--- src/hw/rtl/clt_pkg.sv ---
// ----------------------------------------------------------------------------
// clt_pkg: shared types and codes for the compacting list table
// Operation and status codes, transfer payload structs and cell control.
// ----------------------------------------------------------------------------
package clt_pkg;

    localparam int DATA_W       = 32;
    localparam int OP_W         = 3;
    localparam int POS_W        = 6;
    localparam int STATUS_W     = 2;
    localparam int FILL_W       = 7;
    localparam int GROUP_W      = 8;   // cells per group in the first-match search
    localparam int CAPACITY_DEF = 64;

    // operation codes
    localparam logic [OP_W-1:0] OP_APPEND       = 3'd0;
    localparam logic [OP_W-1:0] OP_READ         = 3'd1;
    localparam logic [OP_W-1:0] OP_REMOVE_VALUE = 3'd2;
    localparam logic [OP_W-1:0] OP_REMOVE_AT    = 3'd3;
    localparam logic [OP_W-1:0] OP_CLEAR        = 3'd4;

    // status codes
    localparam logic [STATUS_W-1:0] ST_OK        = 2'd0;
    localparam logic [STATUS_W-1:0] ST_FULL      = 2'd1;
    localparam logic [STATUS_W-1:0] ST_RANGE     = 2'd2;
    localparam logic [STATUS_W-1:0] ST_NOT_FOUND = 2'd3;

    typedef struct packed {
        logic [OP_W-1:0]          operation;
        logic signed [DATA_W-1:0] value;
        logic [POS_W-1:0]         position;
    } in_item_t;

    typedef struct packed {
        logic [STATUS_W-1:0]      status;
        logic signed [DATA_W-1:0] read_value;
        logic [FILL_W-1:0]        fill_count;
    } out_item_t;

    // broadcast control shared by every cell
    typedef struct packed {
        logic              compare;
        logic [DATA_W-1:0] key;
    } cell_ctrl_t;

endpackage

--- src/hw/rtl/clt_cell.sv ---
// ----------------------------------------------------------------------------
// clt_cell: one entry of the list
// Holds a word, compares it against the broadcast key, and either loads a
// new word, takes its upper neighbor's word, or holds.
// ----------------------------------------------------------------------------
module clt_cell (
    input  logic                          clk,
    input  clt_pkg::cell_ctrl_t           ctrl,
    input  logic                          load_en,
    input  logic                          shift_en,
    input  logic [clt_pkg::DATA_W-1:0]    neighbor,
    output logic [clt_pkg::DATA_W-1:0]    entry,
    output logic                          match
);

    logic [clt_pkg::DATA_W-1:0] entry_reg;
    logic [clt_pkg::DATA_W-1:0] entry_next;
    logic                       match_reg;
    logic                       match_next;

    // entry update: append load wins, else shift down from neighbor
    always_comb
    begin
        entry_next = entry_reg;
        if (load_en)
        begin
            entry_next = ctrl.key;
        end
        else if (shift_en)
        begin
            entry_next = neighbor;
        end
    end

    // full bit-pattern compare, captured when requested
    always_comb
    begin
        match_next = match_reg;
        if (ctrl.compare)
        begin
            match_next = (entry_reg == ctrl.key);
        end
    end

    always_ff @(posedge clk)
    begin
        entry_reg <= entry_next;
        match_reg <= match_next;
    end

    assign entry = entry_reg;
    assign match = match_reg;

endmodule

--- src/hw/rtl/clt_prefix.sv ---
// ----------------------------------------------------------------------------
// clt_prefix: first-match search over the cell row
// Registers an in-group running OR and group flags, then combines group
// carries so that kill[i] is set at the first hit and every cell above it.
// ----------------------------------------------------------------------------
module clt_prefix #(
    parameter int N = clt_pkg::CAPACITY_DEF
) (
    input  logic         clk,
    input  logic         en,
    input  logic [N-1:0] hit,
    output logic [N-1:0] kill,
    output logic         any
);

    localparam int G  = clt_pkg::GROUP_W;
    localparam int NG = (N + G - 1) / G;

    logic [NG*G-1:0] hit_pad;
    logic [NG*G-1:0] pfx_next;
    logic [NG*G-1:0] pfx_reg;
    logic [NG-1:0]   grp_next;
    logic [NG-1:0]   grp_reg;
    logic [NG-1:0]   carry;

    assign hit_pad = (NG*G)'(hit);

    // running OR inside each group of eight
    always_comb
    begin
        for (int g = 0; g < NG; g++)
        begin
            pfx_next[g*G] = hit_pad[g*G];
            for (int j = 1; j < G; j++)
            begin
                pfx_next[g*G+j] = pfx_next[g*G+j-1] | hit_pad[g*G+j];
            end
            grp_next[g] = pfx_next[g*G+G-1];
        end
    end

    always_ff @(posedge clk)
    begin
        if (en)
        begin
            pfx_reg <= pfx_next;
            grp_reg <= grp_next;
        end
    end

    // carry from lower groups
    always_comb
    begin
        carry[0] = 1'b0;
        for (int g = 1; g < NG; g++)
        begin
            carry[g] = carry[g-1] | grp_reg[g-1];
        end
        for (int i = 0; i < N; i++)
        begin
            kill[i] = pfx_reg[i] | carry[i / G];
        end
    end

    assign any = carry[NG-1] | grp_reg[NG-1];

endmodule

--- src/hw/rtl/compacting_list_table.sv ---
// ----------------------------------------------------------------------------
// compacting_list_table: bounded packed list of 32-bit words
// Top level: sequencer, fill count, cell row and result register.
// ----------------------------------------------------------------------------
// Usage:
//   in_valid / in_stall / in_data carry one operation (append, read,
//   remove by value, remove at position, clear). A transfer happens on a
//   rising edge with valid high and stall low. Every operation yields one
//   result on out_valid / out_stall / out_data: status, read word, count.
//   Each item passes compare, first-match search and apply in turn; the
//   apply step posts the result and waits on a stalled output. One item
//   is in flight at a time: a new item waits until the last is applied,
//   behind the registered compare and two-step search across the cell row.
//   The result register parts the two channels: the next item is accepted
//   while a result waits, and only the apply step waits on a stalled output.
//   Removal shifts every cell above the gap down by one at the same time.
//   Reset (rst_n low, asynchronous) empties the list and drops any pending
//   result. Stored words are not cleared; only cells below the count ever
//   count as hits or are returned by a read.
// ----------------------------------------------------------------------------
module compacting_list_table #(
    parameter int CAPACITY = clt_pkg::CAPACITY_DEF
) (
    input  logic                clk,
    input  logic                rst_n,
    input  logic                in_valid,
    output logic                in_stall,
    input  clt_pkg::in_item_t   in_data,
    output logic                out_valid,
    input  logic                out_stall,
    output clt_pkg::out_item_t  out_data
);

    localparam int CW = $clog2(CAPACITY + 1);
    localparam int IW = (CAPACITY > 1) ? $clog2(CAPACITY) : 1;
    localparam int PW = (CW > clt_pkg::POS_W) ? CW : clt_pkg::POS_W;
    localparam int DW = clt_pkg::DATA_W;

    localparam logic [1:0] S_IDLE  = 2'd0;
    localparam logic [1:0] S_CMP   = 2'd1;
    localparam logic [1:0] S_PFX   = 2'd2;
    localparam logic [1:0] S_APPLY = 2'd3;

    logic [1:0]                     state_reg, state_next;
    logic [clt_pkg::OP_W-1:0]       op_reg, op_next;
    logic [DW-1:0]                  val_reg, val_next;
    logic [clt_pkg::POS_W-1:0]      pos_reg, pos_next;
    logic [CW-1:0]                  count_reg, count_next;
    logic [DW-1:0]                  rd_reg, rd_next;
    logic                           out_valid_reg, out_valid_next;
    clt_pkg::out_item_t             out_reg, out_next;

    clt_pkg::cell_ctrl_t            ctrl;
    logic [DW-1:0]                  entry [CAPACITY];
    logic [CAPACITY-1:0]            match;
    logic [CAPACITY-1:0]            hit;
    logic [CAPACITY-1:0]            kill;
    logic [CAPACITY-1:0]            at_kill;
    logic [CAPACITY-1:0]            load_en;
    logic [CAPACITY-1:0]            shift_en;
    logic                           any;

    logic                           in_fire;
    logic                           out_fire;
    logic                           apply_go;
    logic [PW-1:0]                  pos_ext;
    logic [PW-1:0]                  cnt_ext;
    logic                           pos_ok;
    logic                           full;
    logic                           do_append;
    logic                           do_shift_value;
    logic                           do_shift_at;

    assign in_fire  = in_valid & ~in_stall;
    assign out_fire = out_valid_reg & ~out_stall;
    assign apply_go = (state_reg == S_APPLY) & (~out_valid_reg | ~out_stall);

    assign pos_ext = PW'(pos_reg);
    assign cnt_ext = PW'(count_reg);
    assign pos_ok  = pos_ext < cnt_ext;
    assign full    = count_reg >= CW'(CAPACITY);

    assign do_append      = apply_go & (op_reg == clt_pkg::OP_APPEND) & ~full;
    assign do_shift_value = apply_go & (op_reg == clt_pkg::OP_REMOVE_VALUE) & any;
    assign do_shift_at    = apply_go & (op_reg == clt_pkg::OP_REMOVE_AT) & pos_ok;

    // broadcast to the cells: key doubles as the append word
    assign ctrl.compare = (state_reg == S_CMP);
    assign ctrl.key     = val_reg;

    // cell row
    for (genvar i = 0; i < CAPACITY; i++)
    begin : g_cell
        logic [DW-1:0] upper;
        if (i < CAPACITY - 1)
        begin : g_mid
            assign upper = entry[i+1];
        end
        else
        begin : g_top
            assign upper = entry[i];
        end

        assign hit[i]      = match[i] & (PW'(i) < cnt_ext);
        assign at_kill[i]  = PW'(i) >= pos_ext;
        assign load_en[i]  = do_append & (count_reg == CW'(i));
        assign shift_en[i] = (do_shift_value & kill[i]) | (do_shift_at & at_kill[i]);

        clt_cell u_cell (
            .clk      (clk),
            .ctrl     (ctrl),
            .load_en  (load_en[i]),
            .shift_en (shift_en[i]),
            .neighbor (upper),
            .entry    (entry[i]),
            .match    (match[i])
        );
    end

    clt_prefix #(
        .N (CAPACITY)
    ) u_prefix (
        .clk  (clk),
        .en   (state_reg == S_PFX),
        .hit  (hit),
        .kill (kill),
        .any  (any)
    );

    // sequencer and apply step
    always_comb
    begin
        state_next     = state_reg;
        op_next        = op_reg;
        val_next       = val_reg;
        pos_next       = pos_reg;
        count_next     = count_reg;
        rd_next        = rd_reg;
        out_valid_next = out_valid_reg & ~out_fire;
        out_next       = out_reg;

        case (state_reg)
            S_IDLE:
            begin
                if (in_fire)
                begin
                    op_next    = in_data.operation;
                    val_next   = in_data.value;
                    pos_next   = in_data.position;
                    state_next = S_CMP;
                end
            end
            S_CMP:
            begin
                rd_next = '0;
                if (pos_ext < PW'(CAPACITY))
                begin
                    rd_next = entry[pos_ext[IW-1:0]];
                end
                state_next = S_PFX;
            end
            S_PFX:
            begin
                state_next = S_APPLY;
            end
            S_APPLY:
            begin
                if (apply_go)
                begin
                    out_next.status     = clt_pkg::ST_OK;
                    out_next.read_value = '0;
                    case (op_reg)
                        clt_pkg::OP_APPEND:
                        begin
                            if (full)
                            begin
                                out_next.status = clt_pkg::ST_FULL;
                            end
                            else
                            begin
                                count_next = count_reg + CW'(1);
                            end
                        end
                        clt_pkg::OP_READ:
                        begin
                            if (pos_ok)
                            begin
                                out_next.read_value = rd_reg;
                            end
                            else
                            begin
                                out_next.status = clt_pkg::ST_RANGE;
                            end
                        end
                        clt_pkg::OP_REMOVE_VALUE:
                        begin
                            if (any)
                            begin
                                count_next = count_reg - CW'(1);
                            end
                            else
                            begin
                                out_next.status = clt_pkg::ST_NOT_FOUND;
                            end
                        end
                        clt_pkg::OP_REMOVE_AT:
                        begin
                            if (pos_ok)
                            begin
                                count_next = count_reg - CW'(1);
                            end
                            else
                            begin
                                out_next.status = clt_pkg::ST_RANGE;
                            end
                        end
                        clt_pkg::OP_CLEAR:
                        begin
                            count_next = '0;
                        end
                        default:
                        begin
                        end
                    endcase
                    out_next.fill_count = clt_pkg::FILL_W'(count_next);
                    out_valid_next      = 1'b1;
                    state_next          = S_IDLE;
                end
            end
            default:
            begin
                state_next = S_IDLE;
            end
        endcase
    end

    // control state
    always_ff @(posedge clk or negedge rst_n)
    begin
        if (!rst_n)
        begin
            state_reg     <= S_IDLE;
            count_reg     <= '0;
            out_valid_reg <= 1'b0;
        end
        else
        begin
            state_reg     <= state_next;
            count_reg     <= count_next;
            out_valid_reg <= out_valid_next;
        end
    end

    // payload
    always_ff @(posedge clk)
    begin
        op_reg  <= op_next;
        val_reg <= val_next;
        pos_reg <= pos_next;
        rd_reg  <= rd_next;
        out_reg <= out_next;
    end

    assign in_stall  = (state_reg != S_IDLE);
    assign out_valid = out_valid_reg;
    assign out_data  = out_reg;

    // checks
    a_count_bound: assert property (@(posedge clk) disable iff (!rst_n)
        count_reg <= CW'(CAPACITY))
        else $error("fill count above capacity");

    a_accept_to_cmp: assert property (@(posedge clk) disable iff (!rst_n)
        in_fire |=> (state_reg == S_CMP))
        else $error("accepted transfer did not start compare");

    a_apply_result: assert property (@(posedge clk) disable iff (!rst_n)
        apply_go |=> (out_valid_reg && state_reg == S_IDLE))
        else $error("apply step did not post a result");

    a_remove_dec: assert property (@(posedge clk) disable iff (!rst_n)
        (do_shift_value || do_shift_at) |=> (count_reg == $past(count_reg) - CW'(1)))
        else $error("removal did not decrement the count");

    a_single_owner: assert property (@(posedge clk) disable iff (!rst_n)
        do_append |-> $onehot(load_en))
        else $error("append loaded other than one cell");

endmodule
--- config.mk ---
export PLATFORM = sky130hd
export DESIGN_NAME = compacting_list_table
export DESIGN_NICKNAME = d
export VERILOG_FILES = /design/src/hw/rtl/clt_pkg.sv /design/src/hw/rtl/clt_cell.sv /design/src/hw/rtl/clt_prefix.sv /design/src/hw/rtl/compacting_list_table.sv
export SDC_FILE = /design/constraint.sdc
export NUM_CORES = 2
export LEC_CHECK = 0
export ABC_CLOCK_PERIOD_IN_PS = 5600
export BUFFER_PORTS_ARGS = -buffer_cell sky130_fd_sc_hd__buf_2
export CORE_MARGIN = 5
export CORE_UTILIZATION = 35
export CTS_BUF_LIST = sky130_fd_sc_hd__clkbuf_16
export DETAILED_ROUTE_END_ITERATION = 8
export HOLD_SLACK_MARGIN = 0.03
export SLEW_MARGIN = 20
export SYNTH_ARGS = -nofsm -noshare
export SYNTH_HDL_FRONTEND = slang
export SYNTH_HIERARCHICAL = 1
export SYNTH_SLANG_ARGS = --single-unit
--- constraint.sdc ---
create_clock -name clk -period 5.6 [get_ports clk]
set_input_delay 0.28 -clock clk [delete_from_list [all_inputs] [get_ports clk]]
set_output_delay 0.28 -clock clk [all_outputs]
set_load 0.02 [all_outputs]
==> results.toml <==
[placement]
place.gp.congestion = 1.046
dpl_worst_slack_ps = 716.6
hpwl_um = 426800
portBuffers = 87
dp_cells = 14929

[critical_path]
cp_data_arrival_time_ps = 5940
crit_required_ps = 6250
path_cells = "buf_12 > buf_12 > buf_4 > mux4_2 > a222oi_1 > a21oi_1 > a31oi_1 > o211ai_1"
crit_top_cell = "buf_12"
start_kind = "flop"
critPathKind = "reg -> reg"
critPathMaxStageDelay_ps = 850
critPathMaxFanout = 78
slowest_stage = "a31oi_1"
setup.worst_path.end_class = "flop"

[finish]
areaGrowthSynthToFinish_pct = 12.90
final_cells = 15553
drive_gt1_share_pct = 33.08
fillCellCount = 36309
layout.nets = 10122
largest_reg_flops = 2048

[global_routing]
grt_max_degree = 157
grt_usage_pct = 28.59
grt_util_met1_pct = 36.65
grt_antenna_before_repair = 84
busiest_layer = "met2"
grt_first_pass_wirelength_um = 807500
grt.overflow.total = 0
grtUsageMet3_pct = 7.745
grt_pass1_vias = 93521
grt_util_met2_pct = 43.51

[logic_synthesis]
syn_inst = 9827
synth_simple_gate_area_share_pct = 5.698
synth-compound-area-share_pct = 4.978
yosys.area.top_type = "edfxtp_1"
synth.net_count = 9888
yosys.area_share.xor_xnor_pct = 13.15
async_flop_share_pct = 0.4348
synth_mux_area_share_pct = 22.94
synth_ff_type = "edfxtp_1"
synth_edf_count = 2290
yosys_register_bits = 2300
seq_area_frac_synth_pct = 50.55
yosysUniqueCellTypes = 83
netlist.area_leader.share_pct = 50.37
synth_top_family_by_area = "multiplexers"
synthAdderAreaFrac_pct = 0.1466
synth_warnings = 6
synth.area.top_cells = "edfxtp_1, mux2_2, xor2_1, mux4_2, nor4_1"
syn_area_um2 = 136500
yosysMostFrequentCell = "edfxtp_1"
avgSynthCellArea_um2 = 13.89
synthTopCellsByCount = "edfxtp_1, mux2_2, xor2_1"

[drt]
drc = 6
drt_wl_total_um = 598700
wl_per_cell_um = 38.50
ant_nets = 0
routed_via_density = 6.278
vias = 97648
drt_iter0_drc = 15334
dr.pass1.iters = 9

[floorplanning]
die_w_um = 634.6
initial_core_util_pct = 35.11
num_io_pins = 88
design.core.area_um2 = 388800
core.rowCount = 229
die_h_um = 634.6
die_area_um2 = 402700

[power_and_ir_drop]
power.leakage_uw = 0.04940
p_sw_share_pct = 35.95
power_uw = 55280
power_density_nw_per_um2 = 358.6
clkPwrFrac_pct = 32.0
peakVddDrop_mv = 0.3475
switchingPower_uw = 19870
pwr-share-comb_pct = 26.5
seqPwrFrac_pct = 41.5
internal_power_uw = 35410

[clocking]
clk_latency_ps = 950
cts_buffers = 274
cts_root_buf = "clkbuf_16"
cts_buffer_depth = 4
h-tree-depth = 5
clock_sinks = 2300
cts_tree = "done"
path_clk_slew_ps = 60

[timing]
finalCritPeriodShare_pct = 94.47
worstMarginPinSlew_ps = 1411
slew_viol_final = 0
fmax_mhz = 189.0
slew_headroom_pct = 4.701
rsz0062_at_grt = "false"
tns_ps = 0
fin_crit_ps = 5290
skew_ps = 60.33
setup_ws_ps = 309.9
setup_viol_count_final = 0
hold_viol = 0

[outcome]
violations = "DRC"
status = "finished with violations"

[worst_hold_path]
hp-class = "in -> reg"

[flow_run]
drv_cap = 0
-- placed cells by master, fill, tap and decap left out, types with 49 or more instances in the layout --
master,instances
a21oi_1,98
a221oi_1,120
a22o_1,93
a22oi_1,157
and2_1,49
buf_12,87
buf_2,89
buf_4,301
clkbuf_16,278
clkinv_1,63
diode_2,84
dlygate4sd3_1,50
edfxtp_1,2290
inv_1,80
mux2_2,2076
mux2i_1,217
mux4_2,256
nand2_1,165
nand4_1,131
nor2_1,135
nor3_1,72
nor4_1,525
o21ai_0,73
o22ai_1,103
or2_2,94
xor2_1,2048
-- worst max-delay path, delay by kind of cell (launching register included) --
| family | cells | cell delay (ps) |
|---|---|---|
| AO/OA/AOI/OAI | 4 | 2360 |
| buffers and inverters | 3 | 1370 |
| multiplexers | 1 | 680 |
| flip-flops | 1 | 370 |
-- final cells by class --
cell class	instances	area (um2)	area share [%]
antenna	84	210.2	0.1364
clock buffer	278	6957	4.513
clock inverter	209	1560	1.012
inverter	29	108.9	0.07062
multi-input combinational	6923	64740	42.00
sequential	2300	69020	44.78
tap	5197	6502	4.219
timing repair buffer	533	5046	3.274
-- per-layer routing --
| layer | up-vias | routed length [um] |
|---|---|---|
| met5 | - | 149 |
| met4 | 24 | 43190 |
| met3 | 1483 | 65930 |
| met2 | 6669 | 262200 |
| met1 | 50649 | 227300 |
| li1 | 38823 | - |
-- through the flow --
stage | area, um2 | utilization [%] | hold slack, ps
final | 154100 | 39.64 | 72.32
after detailed placement | 144800 | 37.25 | 188.0
after CTS | 153900 | 39.57 | 30.06
after floorplan | 136500 | - | -15.59
after global placement | 144700 | 37.22 | 193.9
after global routing | 154100 | 39.63 | 76.26
-- power groups by stage --
stage          sequential (uW)  clock, uW  combinational, uW
2_1_floorplan            23200          0               6770
3_3_place_gp             23200          0              13900
3_5_place_dp             23200          0              14000
4_1_cts                  22900      17800              14100
5_1_grt                  23000      18500              14800
6_report                 23000      17700              14600
-- final timing paths --
check                            start           end  slack [ps]  depth (start not counted)
setup / recovery            pos_reg[0]     rd_reg[9]         310                          8
hold / removal             in_data[11]    val_reg[5]          70                          2
setup reg to reg            pos_reg[0]     rd_reg[9]         310                          8
hold reg to reg             rd_reg[19]  out_data[26]         530                          1
max in group asynchronous        rst_n    cnt_ext[0]        4700                          3
min in group asynchronous        rst_n    cnt_ext[5]         450                          3
-- cell families (layout without fill, tap and decap cells) --
group / count (synthesis) / after routing
fa+ha+maj: 16 / 16
mux: 2550 / 2550
other cells: 0 / 84
flops: 2300 / 2300
simple gates: 1400 / 1400
buf+inv: 604 / 1049
xor+xnor: 2050 / 2050
compound gates: 907 / 907
-- what timing repair did --
action,in CTS,in global routing
endpoints found under the hold margin,64,0
setup buffers,0,0
hold buffers,50,0
gates resized for setup,0,0
(Power assumes the default switching activity.)
